<file path="src/hdl/ldith_pkg.sv">
// Package for the luma Floyd-Steinberg ditherer.
// Holds shared constants, types and the saturation helper.
// No dependencies; compiled before every other file of the block.
package ldith_pkg;

   localparam int DEFAULT_MAX_WIDTH = 128;
   localparam int QUEUE_DEPTH       = 2;

   localparam int COLOR_W  = 8;
   localparam int COLUMN_W = 7;
   localparam int ROW_W    = 8;
   localparam int LUMA_W   = 16;
   localparam int ERR_W    = 21;
   localparam int CFG_W    = 8;
   localparam int CSR_IDX_W = 2;

   // Luma weights 0.299, 0.587, 0.114 in Q0.16 and the rounding term.
   localparam logic [24:0] LUMA_R_WEIGHT = 25'd19595;
   localparam logic [24:0] LUMA_G_WEIGHT = 25'd38470;
   localparam logic [24:0] LUMA_B_WEIGHT = 25'd7471;
   localparam logic [24:0] LUMA_ROUND    = 25'd128;

   // Value of a light pixel, 255.0 in Q12.8.
   localparam logic signed [ERR_W-1:0] LIGHT_LEVEL = 21'sd65280;
   localparam logic signed [22:0] Q_MAX = 23'sd1048575;
   localparam logic signed [22:0] Q_MIN = -23'sd1048576;

   // Configuration register indexes.
   localparam logic [CSR_IDX_W-1:0] CSR_LINE_WIDTH   = 2'd0;
   localparam logic [CSR_IDX_W-1:0] CSR_FRAME_HEIGHT = 2'd1;
   localparam logic [CSR_IDX_W-1:0] CSR_THRESHOLD    = 2'd2;

   localparam logic [CFG_W-1:0] LINE_WIDTH_RESET   = 8'd84;
   localparam logic [CFG_W-1:0] FRAME_HEIGHT_RESET = 8'd48;
   localparam logic [CFG_W-1:0] THRESHOLD_RESET    = 8'd128;

   typedef struct packed {
      logic [CFG_W-1:0] line_width;
      logic [CFG_W-1:0] frame_height;
      logic [CFG_W-1:0] threshold;
   } cfg_type;

   // One classified pixel on its way from the front to the back.
   typedef struct packed {
      logic [LUMA_W-1:0]   luma;
      logic [COLUMN_W-1:0] column;
      logic [ROW_W-1:0]    row;
      logic                last_col;
      logic                last_row;
   } item_type;

   function automatic logic signed [ERR_W-1:0] sat21(input logic signed [22:0] v);
      logic signed [ERR_W-1:0] r;
      if (v > Q_MAX) begin
         r = Q_MAX[ERR_W-1:0];
      end else if (v < Q_MIN) begin
         r = Q_MIN[ERR_W-1:0];
      end else begin
         r = v[ERR_W-1:0];
      end
      return r;
   endfunction

endpackage

</file>
<file path="src/hdl/ldith_req_if.sv">
// Pixel request channel: valid/ready handshake with an RGB888 payload.
// Depends on ldith_pkg for field widths.
interface ldith_req_if;
   logic                           valid;
   logic                           ready;
   logic [ldith_pkg::COLOR_W-1:0]  red;
   logic [ldith_pkg::COLOR_W-1:0]  green;
   logic [ldith_pkg::COLOR_W-1:0]  blue;

   modport source (output valid, red, green, blue, input ready);
   modport sink   (input valid, red, green, blue, output ready);
endinterface

</file>
<file path="src/hdl/ldith_rsp_if.sv">
// Dithered pixel response channel: valid/ready handshake with position fields.
// Depends on ldith_pkg for field widths.
interface ldith_rsp_if;
   logic                            valid;
   logic                            ready;
   logic                            pixel_dark;
   logic [ldith_pkg::COLUMN_W-1:0]  column;
   logic [ldith_pkg::ROW_W-1:0]     row;
   logic                            frame_last;

   modport source (output valid, pixel_dark, column, row, frame_last, input ready);
   modport sink   (input valid, pixel_dark, column, row, frame_last, output ready);
endinterface

</file>
<file path="src/hdl/ldith_front.sv">
// Front end: accepts request beats, tracks column and row, computes luma.
// Depends on ldith_pkg and ldith_req_if; feeds ldith_queue.
module ldith_front #(
   parameter int MAX_WIDTH = ldith_pkg::DEFAULT_MAX_WIDTH
) (
   input  logic                 clock,
   input  logic                 reset,
   ldith_req_if.sink            req_chan,
   input  ldith_pkg::cfg_type   cfg,
   output logic                 push_valid,
   input  logic                 push_ready,
   output ldith_pkg::item_type  push_item
);

   localparam int WidthCap = (MAX_WIDTH > 255) ? 255 : MAX_WIDTH;
   localparam logic [ldith_pkg::CFG_W-1:0] WIDTH_CAP = ldith_pkg::CFG_W'(WidthCap);

   logic [ldith_pkg::COLUMN_W-1:0] col_ff, col_in;
   logic [ldith_pkg::ROW_W-1:0]    row_ff, row_in;
   logic [ldith_pkg::CFG_W-1:0]    width_eff, height_eff;
   logic                           last_col, last_row, accept;
   logic [24:0]                    red_w, green_w, blue_w, luma_acc;

   assign req_chan.ready = push_ready;
   assign push_valid     = req_chan.valid;
   assign accept         = req_chan.valid && push_ready;

   always_comb begin
      priority if (cfg.line_width < 8'd2) begin
         width_eff = 8'd2;
      end else if (cfg.line_width > WIDTH_CAP) begin
         width_eff = WIDTH_CAP;
      end else begin
         width_eff = cfg.line_width;
      end
      height_eff = (cfg.frame_height == 8'd0) ? 8'd1 : cfg.frame_height;
   end

   // A counter at or beyond the last position ends the row or frame.
   assign last_col = {1'b0, col_ff} >= (width_eff - 8'd1);
   assign last_row = row_ff >= (height_eff - 8'd1);

   assign red_w    = 25'(req_chan.red);
   assign green_w  = 25'(req_chan.green);
   assign blue_w   = 25'(req_chan.blue);
   assign luma_acc = ldith_pkg::LUMA_R_WEIGHT * red_w + ldith_pkg::LUMA_G_WEIGHT * green_w
                   + ldith_pkg::LUMA_B_WEIGHT * blue_w + ldith_pkg::LUMA_ROUND;

   always_comb begin
      push_item.luma     = luma_acc[8 +: ldith_pkg::LUMA_W];
      push_item.column   = col_ff;
      push_item.row      = row_ff;
      push_item.last_col = last_col;
      push_item.last_row = last_row;
   end

   always_comb begin
      col_in = col_ff;
      row_in = row_ff;
      if (accept) begin
         if (last_col) begin
            col_in = '0;
            row_in = last_row ? '0 : row_ff + 8'd1;
         end else begin
            col_in = col_ff + 7'd1;
         end
      end
   end

   always_ff @(posedge clock) begin
      if (reset) begin
         col_ff <= '0;
         row_ff <= '0;
      end else begin
         col_ff <= col_in;
         row_ff <= row_in;
      end
   end

endmodule

</file>
<file path="src/hdl/ldith_queue.sv">
// Short queue that decouples the front end from the dithering back end.
// Depends on ldith_pkg for the item type and depth.
module ldith_queue (
   input  logic                 clock,
   input  logic                 reset,
   input  logic                 push_valid,
   output logic                 push_ready,
   input  ldith_pkg::item_type  push_item,
   output logic                 pop_valid,
   input  logic                 pop_ready,
   output ldith_pkg::item_type  pop_item
);

   localparam int Depth  = ldith_pkg::QUEUE_DEPTH;
   localparam int PtrW   = (Depth > 1) ? $clog2(Depth) : 1;
   localparam int CountW = $clog2(Depth + 1);

   ldith_pkg::item_type entries_ff [Depth];
   logic [PtrW-1:0]   wr_ptr_ff, wr_ptr_in, rd_ptr_ff, rd_ptr_in;
   logic [CountW-1:0] count_ff, count_in;
   logic              do_push, do_pop;

   assign push_ready = count_ff != CountW'(Depth);
   assign pop_valid  = count_ff != '0;
   assign pop_item   = entries_ff[rd_ptr_ff];
   assign do_push    = push_valid && push_ready;
   assign do_pop     = pop_valid && pop_ready;

   always_comb begin
      wr_ptr_in = wr_ptr_ff;
      rd_ptr_in = rd_ptr_ff;
      count_in  = count_ff;
      if (do_push) begin
         wr_ptr_in = (wr_ptr_ff == PtrW'(Depth - 1)) ? '0 : wr_ptr_ff + PtrW'(1);
      end
      if (do_pop) begin
         rd_ptr_in = (rd_ptr_ff == PtrW'(Depth - 1)) ? '0 : rd_ptr_ff + PtrW'(1);
      end
      if (do_push && !do_pop) begin
         count_in = count_ff + CountW'(1);
      end else if (do_pop && !do_push) begin
         count_in = count_ff - CountW'(1);
      end
   end

   always_ff @(posedge clock) begin
      if (reset) begin
         wr_ptr_ff <= '0;
         rd_ptr_ff <= '0;
         count_ff  <= '0;
      end else begin
         wr_ptr_ff <= wr_ptr_in;
         rd_ptr_ff <= rd_ptr_in;
         count_ff  <= count_in;
      end
   end

   always_ff @(posedge clock) begin
      if (do_push) begin
         entries_ff[wr_ptr_ff] <= push_item;
      end
   end

endmodule

</file>
<file path="src/hdl/ldith_back.sv">
// Back end: line buffer read, error diffusion, threshold and response register.
// Depends on ldith_pkg and ldith_rsp_if; fed by ldith_queue.
module ldith_back #(
   parameter int MAX_WIDTH = ldith_pkg::DEFAULT_MAX_WIDTH
) (
   input  logic                 clock,
   input  logic                 reset,
   input  ldith_pkg::cfg_type   cfg,
   input  logic                 pop_valid,
   output logic                 pop_ready,
   input  ldith_pkg::item_type  pop_item,
   ldith_rsp_if.source          rsp_chan
);

   localparam int AddrW = (MAX_WIDTH > 1) ? $clog2(MAX_WIDTH) : 1;
   localparam int EW    = ldith_pkg::ERR_W;

   logic signed [EW-1:0] lbuf_mem [MAX_WIDTH];

   ldith_pkg::item_type  stage_item_ff;
   logic                 stage_valid_ff;
   logic signed [EW-1:0] stage_err_ff;

   logic                                out_valid_ff, out_dark_ff, out_last_ff;
   logic [ldith_pkg::COLUMN_W-1:0]      out_col_ff;
   logic [ldith_pkg::ROW_W-1:0]         out_row_ff;

   logic signed [EW-1:0] right_carry_ff, right_carry_in;
   logic signed [EW-1:0] diag_ff, diag_in, below_ff, below_in;

   logic                 park_valid_ff, park_valid_in;
   logic [AddrW-1:0]     park_addr_ff;
   logic signed [EW-1:0] park_data_ff;

   logic                 out_load, stage_load;
   logic [AddrW-1:0]     rd_addr, mem_waddr, comp_waddr;
   logic                 mem_we, comp_we;
   logic signed [EW-1:0] mem_wdata, comp_wdata;

   logic signed [EW-1:0] val_part, val, err, above_err;
   logic signed [EW-1:0] s7, s3, s5, s1, below_next;
   logic signed [24:0]   err_x;
   logic                 dark;
   logic signed [EW-1:0] thresh_q;

   assign out_load   = stage_valid_ff && (!out_valid_ff || rsp_chan.ready);
   assign pop_ready  = !stage_valid_ff || out_load;
   assign stage_load = pop_valid && pop_ready;
   assign rd_addr    = AddrW'(pop_item.column);

   // Pixel math on the item in the read stage.
   always_comb begin
      thresh_q  = $signed({5'b0, cfg.threshold, 8'b0});
      above_err = (stage_item_ff.row != '0) ? stage_err_ff : '0;
      val_part  = ldith_pkg::sat21($signed({7'b0, stage_item_ff.luma})
                                   + 23'(right_carry_ff));
      val       = ldith_pkg::sat21(23'(val_part) + 23'(above_err));
      dark      = val < thresh_q;
      err       = ldith_pkg::sat21(23'(val) - (dark ? 23'sd0 : 23'(ldith_pkg::LIGHT_LEVEL)));
      err_x     = 25'(err);
      s7        = EW'(((err_x <<< 3) - err_x) >>> 4);
      s3        = EW'(((err_x <<< 1) + err_x) >>> 4);
      s5        = EW'(((err_x <<< 2) + err_x) >>> 4);
      s1        = EW'(err_x >>> 4);
      below_next = ldith_pkg::sat21(23'(diag_ff) + 23'(s5));
   end

   // The lower-left share goes to the line buffer now; at the end of a row the
   // share below the last column is parked and written in the following cycle.
   always_comb begin
      comp_we    = out_load && !stage_item_ff.last_row && (stage_item_ff.column != '0);
      comp_waddr = AddrW'(stage_item_ff.column - 7'd1);
      comp_wdata = ldith_pkg::sat21(23'(below_ff) + 23'(s3));
      park_valid_in = out_load && !stage_item_ff.last_row && stage_item_ff.last_col;

      mem_we    = park_valid_ff || comp_we;
      mem_waddr = park_valid_ff ? park_addr_ff : comp_waddr;
      mem_wdata = park_valid_ff ? park_data_ff : comp_wdata;
   end

   always_comb begin
      right_carry_in = right_carry_ff;
      diag_in        = diag_ff;
      below_in       = below_ff;
      if (out_load) begin
         if (!stage_item_ff.last_row) begin
            below_in = below_next;
            diag_in  = s1;
         end
         if (stage_item_ff.last_col) begin
            right_carry_in = '0;
            diag_in        = '0;
            below_in       = '0;
         end else begin
            right_carry_in = s7;
         end
      end
   end

   always_ff @(posedge clock) begin
      if (reset) begin
         stage_valid_ff <= 1'b0;
         out_valid_ff   <= 1'b0;
         park_valid_ff  <= 1'b0;
         right_carry_ff <= '0;
         diag_ff        <= '0;
         below_ff       <= '0;
      end else begin
         if (stage_load) begin
            stage_valid_ff <= 1'b1;
         end else if (out_load) begin
            stage_valid_ff <= 1'b0;
         end
         if (out_load) begin
            out_valid_ff <= 1'b1;
         end else if (rsp_chan.ready) begin
            out_valid_ff <= 1'b0;
         end
         park_valid_ff  <= park_valid_in;
         right_carry_ff <= right_carry_in;
         diag_ff        <= diag_in;
         below_ff       <= below_in;
      end
   end

   always_ff @(posedge clock) begin
      if (stage_load) begin
         stage_item_ff <= pop_item;
      end
      if (out_load) begin
         out_dark_ff <= dark;
         out_col_ff  <= stage_item_ff.column;
         out_row_ff  <= stage_item_ff.row;
         out_last_ff <= stage_item_ff.last_col && stage_item_ff.last_row;
      end
      if (park_valid_in) begin
         park_addr_ff <= AddrW'(stage_item_ff.column);
         park_data_ff <= below_next;
      end
   end

   // Line buffer: one write and one registered read per cycle, with the
   // write of the same cycle forwarded to the read.
   always_ff @(posedge clock) begin
      if (mem_we) begin
         lbuf_mem[mem_waddr] <= mem_wdata;
      end
      if (stage_load) begin
         stage_err_ff <= (mem_we && mem_waddr == rd_addr) ? mem_wdata : lbuf_mem[rd_addr];
      end
   end

   assign rsp_chan.valid      = out_valid_ff;
   assign rsp_chan.pixel_dark = out_dark_ff;
   assign rsp_chan.column     = out_col_ff;
   assign rsp_chan.row        = out_row_ff;
   assign rsp_chan.frame_last = out_last_ff;

endmodule

</file>
<file path="src/hdl/luma_floyd_steinberg_dither.sv">
// Top level of the luma Floyd-Steinberg ditherer: configuration registers,
// front end, decoupling queue and back end. Depends on ldith_pkg, the channel
// interfaces, ldith_front, ldith_queue and ldith_back.
//
// Usage: RGB888 pixels arrive in raster order on req_chan, one per beat. Each
// beat yields exactly one beat on rsp_chan carrying the one-bit dithered value,
// its column and row, and a flag on the last pixel of the frame.
// Throughput is one pixel per clock cycle while rsp_chan.ready is high; it is
// set by the error carry to the right neighbor, held in a back end register.
// An accepted request beat enters the queue at the accepting edge, then moves
// into the line buffer read stage and from there into the response register,
// which drives its response beat on rsp_chan.
// The line buffer has one write and one read port; the second write at the
// end of each row but the last is registered and written in the next cycle.
// Reset restores line_width 84, frame_height 48 and threshold 128, clears
// the position counters and the diffused error, and empties the pipeline. The
// line buffer is not cleared; row 0 ignores what it reads from it.
// When the receiver holds off rsp_chan.ready, the response register holds its
// beat, the back end stops, the queue fills and then req_chan.ready falls.
// The user writes the csr port only while the block is idle; it is unenforced.
module luma_floyd_steinberg_dither #(
   parameter int MAX_WIDTH = ldith_pkg::DEFAULT_MAX_WIDTH
) (
   input  logic                                clock,
   input  logic                                reset,
   ldith_req_if.sink                           req_chan,
   ldith_rsp_if.source                         rsp_chan,
   input  logic                                csr_we,
   input  logic [ldith_pkg::CSR_IDX_W-1:0]     csr_index,
   input  logic [ldith_pkg::CFG_W-1:0]         csr_data
);

   logic [ldith_pkg::CFG_W-1:0] line_width_ff, frame_height_ff, threshold_ff;
   ldith_pkg::cfg_type          cfg;
   logic                        push_valid, push_ready, pop_valid, pop_ready;
   ldith_pkg::item_type         push_item, pop_item;

   always_ff @(posedge clock) begin
      if (reset) begin
         line_width_ff   <= ldith_pkg::LINE_WIDTH_RESET;
         frame_height_ff <= ldith_pkg::FRAME_HEIGHT_RESET;
         threshold_ff    <= ldith_pkg::THRESHOLD_RESET;
      end else if (csr_we) begin
         unique case (csr_index)
            ldith_pkg::CSR_LINE_WIDTH: begin
               line_width_ff <= csr_data;
            end
            ldith_pkg::CSR_FRAME_HEIGHT: begin
               frame_height_ff <= csr_data;
            end
            ldith_pkg::CSR_THRESHOLD: begin
               threshold_ff <= csr_data;
            end
            default: begin
            end
         endcase
      end
   end

   always_comb begin
      cfg.line_width   = line_width_ff;
      cfg.frame_height = frame_height_ff;
      cfg.threshold    = threshold_ff;
   end

   ldith_front #(.MAX_WIDTH(MAX_WIDTH)) u_front (
      .clock      (clock),
      .reset      (reset),
      .req_chan   (req_chan),
      .cfg        (cfg),
      .push_valid (push_valid),
      .push_ready (push_ready),
      .push_item  (push_item)
   );

   ldith_queue u_queue (
      .clock      (clock),
      .reset      (reset),
      .push_valid (push_valid),
      .push_ready (push_ready),
      .push_item  (push_item),
      .pop_valid  (pop_valid),
      .pop_ready  (pop_ready),
      .pop_item   (pop_item)
   );

   ldith_back #(.MAX_WIDTH(MAX_WIDTH)) u_back (
      .clock     (clock),
      .reset     (reset),
      .cfg       (cfg),
      .pop_valid (pop_valid),
      .pop_ready (pop_ready),
      .pop_item  (pop_item),
      .rsp_chan  (rsp_chan)
   );

endmodule
</file>
<file path="src/flat_wrapper.sv">
// flat-port wrapper written by rule: the top's interface ports become plain ports
module luma_floyd_steinberg_dither_flat 
#(
   parameter int MAX_WIDTH = ldith_pkg::DEFAULT_MAX_WIDTH
)
  (clock, reset, csr_we, csr_index, csr_data, req_chan_valid, req_chan_red, req_chan_green, req_chan_blue, req_chan_ready, rsp_chan_valid, rsp_chan_pixel_dark, rsp_chan_column, rsp_chan_row, rsp_chan_frame_last, rsp_chan_ready);
  ldith_req_if req_chan_i ();
  ldith_rsp_if rsp_chan_i ();
  input  logic clock;
  input  logic reset;
  input  logic csr_we;
  input  logic [ldith_pkg::CSR_IDX_W-1:0] csr_index;
  input  logic [ldith_pkg::CFG_W-1:0] csr_data;
  input wire logic [$bits(req_chan_i.valid)-1:0] req_chan_valid;
  input wire logic [$bits(req_chan_i.red)-1:0] req_chan_red;
  input wire logic [$bits(req_chan_i.green)-1:0] req_chan_green;
  input wire logic [$bits(req_chan_i.blue)-1:0] req_chan_blue;
  output wire logic [$bits(req_chan_i.ready)-1:0] req_chan_ready;
  output wire logic [$bits(rsp_chan_i.valid)-1:0] rsp_chan_valid;
  output wire logic [$bits(rsp_chan_i.pixel_dark)-1:0] rsp_chan_pixel_dark;
  output wire logic [$bits(rsp_chan_i.column)-1:0] rsp_chan_column;
  output wire logic [$bits(rsp_chan_i.row)-1:0] rsp_chan_row;
  output wire logic [$bits(rsp_chan_i.frame_last)-1:0] rsp_chan_frame_last;
  input wire logic [$bits(rsp_chan_i.ready)-1:0] rsp_chan_ready;
  assign req_chan_i.valid = req_chan_valid;
  assign req_chan_i.red = req_chan_red;
  assign req_chan_i.green = req_chan_green;
  assign req_chan_i.blue = req_chan_blue;
  assign req_chan_ready = req_chan_i.ready;
  assign rsp_chan_valid = rsp_chan_i.valid;
  assign rsp_chan_pixel_dark = rsp_chan_i.pixel_dark;
  assign rsp_chan_column = rsp_chan_i.column;
  assign rsp_chan_row = rsp_chan_i.row;
  assign rsp_chan_frame_last = rsp_chan_i.frame_last;
  assign rsp_chan_i.ready = rsp_chan_ready;
  luma_floyd_steinberg_dither #(.MAX_WIDTH(MAX_WIDTH)) u_core (.clock(clock), .reset(reset), .req_chan(req_chan_i), .rsp_chan(rsp_chan_i), .csr_we(csr_we), .csr_index(csr_index), .csr_data(csr_data));
endmodule
</file>
<file path="config.mk">
export PLATFORM = sky130hd
export DESIGN_NAME = luma_floyd_steinberg_dither_flat
export DESIGN_NICKNAME = d
export VERILOG_FILES = /design/src/hdl/ldith_pkg.sv /design/src/hdl/ldith_req_if.sv /design/src/hdl/ldith_rsp_if.sv /design/src/hdl/ldith_front.sv /design/src/hdl/ldith_queue.sv /design/src/hdl/ldith_back.sv /design/src/hdl/luma_floyd_steinberg_dither.sv /design/src/flat_wrapper.sv
export SDC_FILE = /design/constraint.sdc
export NUM_CORES = 2
export LEC_CHECK = 0
export BUFFER_PORTS_ARGS = -buffer_cell sky130_fd_sc_hd__buf_2
export CAP_MARGIN = 10
export CORE_MARGIN = 10
export CORE_UTILIZATION = 40
export CTS_BUF_LIST = sky130_fd_sc_hd__clkbuf_16
export DETAILED_ROUTE_END_ITERATION = 8
export MAX_ROUTING_LAYER = met4
export PLACE_DENSITY = 0.56
export SETUP_SLACK_MARGIN = 0.02
export SLEW_MARGIN = 20
export SYNTH_ARGS = -nofsm -noshare
export SYNTH_HDL_FRONTEND = slang
export SYNTH_HIERARCHICAL = 1
export SYNTH_SLANG_ARGS = --single-unit
</file>
<file path="constraint.sdc">
create_clock -name clock -period 19.2 [get_ports clock]
set_input_delay 3.84 -clock clock [delete_from_list [all_inputs] [get_ports clock]]
set_output_delay 3.84 -clock clock [all_outputs]
set_load 0.005 [all_outputs]
</file>
==> results.cfg <==
[min_path]
worstHoldStart = u_core/u_back/stage_item_ff[7]$_DFFE_PP_
min_path_type = flip-flop to flip-flop

[critical_path]
slowest_delay_ns = 0.51
cp_max_fo = 80
cp_slowest_cell = clkbuf_8
worstSetupPathType = flip-flop to flip-flop
crit_required_ns = 19.80
cp-start-kind = flip-flop
r2r_start = u_core/u_back/stage_item_ff[17]$_DFFE_PP_
crit_start = u_core/u_back/stage_item_ff[17]$_DFFE_PP_
crit_arrival_ns = 18.15
end_kind = flip-flop
cpMostUsedCell = o21a_1

[routing]
dr.pass1.iters = 7
drc = 0
avgRoutedWirePerCell_um = 31.2
viasPerCell = 5.84
vias = 66000
totalWireLength_um = 352000
final_antenna_net_count = 0
drt_iter0_markers = 7372

[synthesis]
yosysWarnings = 6
synth_area_um2 = 127000
synth-main-ff-cell = edfxtp_1
synth_seq_cells = 2959
synth_most_common_cell = edfxtp_1
synth_top_cell_area_share_pct = 67.6
synthArstFlopShare_pct = 0
avgSynthCellArea_um2 = 19.4
yosysUniqueCellTypes = 97
synthTopCellsByCount = edfxtp_1 (2853), mux4_2 (882), ha_1 (337)
synth_cells = 6527
synth_edf_count = 2853
yosysTopAreaCell = edfxtp_1
synth_nets = 7027
yosys-top-cells-area = edfxtp_1 (68%), mux4_2 (16%), ha_1 (3.3%), fa_1 (2.0%), dfxtp_1 (1.7%)
ys_seq_area_share_pct = 69.2

[sta]
rsz0062_at_grt = no
period_minus_slack_ns = 17.55
timing.fmax_mhz = 57.0
hold_ws_ns = 0.455
fin_ws_ns = 1.65
timing.final.crit_share_pct = 91.4
tightest_slew_ns = 1.18
slew_violations = 0
fin_skew_ns = 0.0455
setup_viol = 0
setup_tns_ns = 0
max_slew_margin_pct = 21.7
hold_viol_final = 0

[final_layout]
finalNetCount = 7382
fill_cells = 26500
drive_above_1_share_pct = 26.2
multiInputGateArea_um2 = 37700
instances_no_fill = 11300
area_growth_pct = 13.5
regArea_um2 = 87800

[die]
rows = 206
core_area_um2 = 315000
die-area_um2 = 340000
io-pin-count = 58
die_height_um = 583
die_width_um = 583
initial_utilization_pct = 40.2

[job]
drv_cap = 0

[clock_network]
insertion_delay_ns = 0.92
cts_buffer_depth = 4
cts_tree = done
ctsHoldBuffers = 0
cts_inserted_buffers = 315
clock_sinks = 2959
path_clk_slew_ns = 0.06
h-tree-depth = 5
cts_root_buffer = clkbuf_16

[placed_design]
io_buffers = 57
dp.cells = 10700
dp_slack_ns = 0.923
hpwl_um = 204000
gp_congestion = 0.868

[grt]
overflow = 0
antenna_found_initial = 24
grt_pass1_vias = 66200
grt_use_total_pct = 20.9
grt_pass1_wl_um = 499000
grt_start_max_net_pins = 149

[run_status]
run_status = complete, no violations
flip-flops by register name, summed over array words and instances (netlist names), 2 cells and up, named ones only:
name,flops
u_core/u_back/stage_item_ff,33
u_core/threshold_ff,8
u_core/u_queue/entries_ff,66
u_core/u_back/right_carry_ff,21
u_core/u_back/below_ff,21
u_core/u_back/rsp_chan.column,7
u_core/frame_height_ff,8
u_core/u_back/park_addr_ff,7
u_core/u_back/rsp_chan.row,8
u_core/u_queue/count_ff,2
u_core/u_front/row_ff,8
u_core/u_back/stage_err_ff,21
u_core/u_back/lbuf_mem,2688
u_core/line_width_ff,8
u_core/u_back/park_data_ff,21
u_core/u_back/diag_ff,17
u_core/u_front/col_ff,7
path summary, 6_finish.rpt:
kind / to / slack (ns) / cells after the start
setup / recovery: u_core/u_back/lbuf_mem[54][19]$_DFFE_PP_ / 1.65 / 74
hold / removal: u_core/u_back/rsp_chan.row[5]$_DFFE_PP_ / 0.46 / 0
setup reg to reg: u_core/u_back/lbuf_mem[54][19]$_DFFE_PP_ / 1.65 / 74
hold reg to reg: u_core/u_back/rsp_chan.row[5]$_DFFE_PP_ / 0.46 / 0
layout make-up:
class                           instances  area share, %
Timing Repair Buffer                  312           1.65
Antenna cell                            7         0.0122
Clock inverter                        243           1.22
Tap cell                             4160           3.62
Inverter                              298          0.777
Multi-Input combinational cell       2996           26.2
Clock buffer                          321           5.58
Sequential cell                      2959           61.0
logic make-up (layout without fill, tap and decap cells):
group           Yosys count  in the layout  share of synthesized area, %
flops                  2959           2959                          69.2
compound gates          597            602                          3.24
fa+ha+maj               468            468                          5.34
other cells               0              7                             0
xor+xnor                161            161                          1.12
simple gates            800            800                          2.96
buf+inv                 577           1174                          1.75
mux                     965            965                          16.4
worst max-delay path: cells and delay by family, from the launching register on:
family	cells	cell delay, ns
xor+xnor	1	0.14
fa+ha+maj	8	2.49
buf+inv	8	1.64
mux	1	0.24
compound gates	41	8.76
simple gates	15	3.36
flops	1	0.36
through the flow:
stage | utilization (%) | cell area, um^2
after floorplan | - | 127000
after global placement | 42.5 | 134000
after detailed placement | 42.5 | 134000
after CTS | 45.6 | 144000
after global routing | 45.7 | 144000
final | 45.7 | 144000
cells in the final DEF, fill, tap and decap left out, types with 105 or more instances in the layout:
master	count
clkbuf_16	321
a21oi_1	128
fa_1	124
edfxtp_1	2853
buf_4	238
nor2_2	128
nor2_1	191
mux4_2	882
ha_1	337
inv_1	370
dfxtp_1	105
nand2_1	154
o21ai_0	108
metal layers:
layer / GRT usage [%] / part of all wire (%) / vias up
met5: - / 0 / -
met4: 4.59 / 2.5 / 0
met1: 29.3 / 43 / 35700
met3: 3.38 / 7.5 / 455
met2: 32.4 / 47 / 2566
li1: - / - / 27200
repair_timing:
item	in CTS	in global routing
endpoints found under the hold margin	0	0
setup endpoints to repair	0	2143
setup buffers	0	7
gates resized for setup	0	15
Power is left out: the tool's default activity adds up to more than one toggle a clock period on the data nets, which glitch-free logic cannot reach.
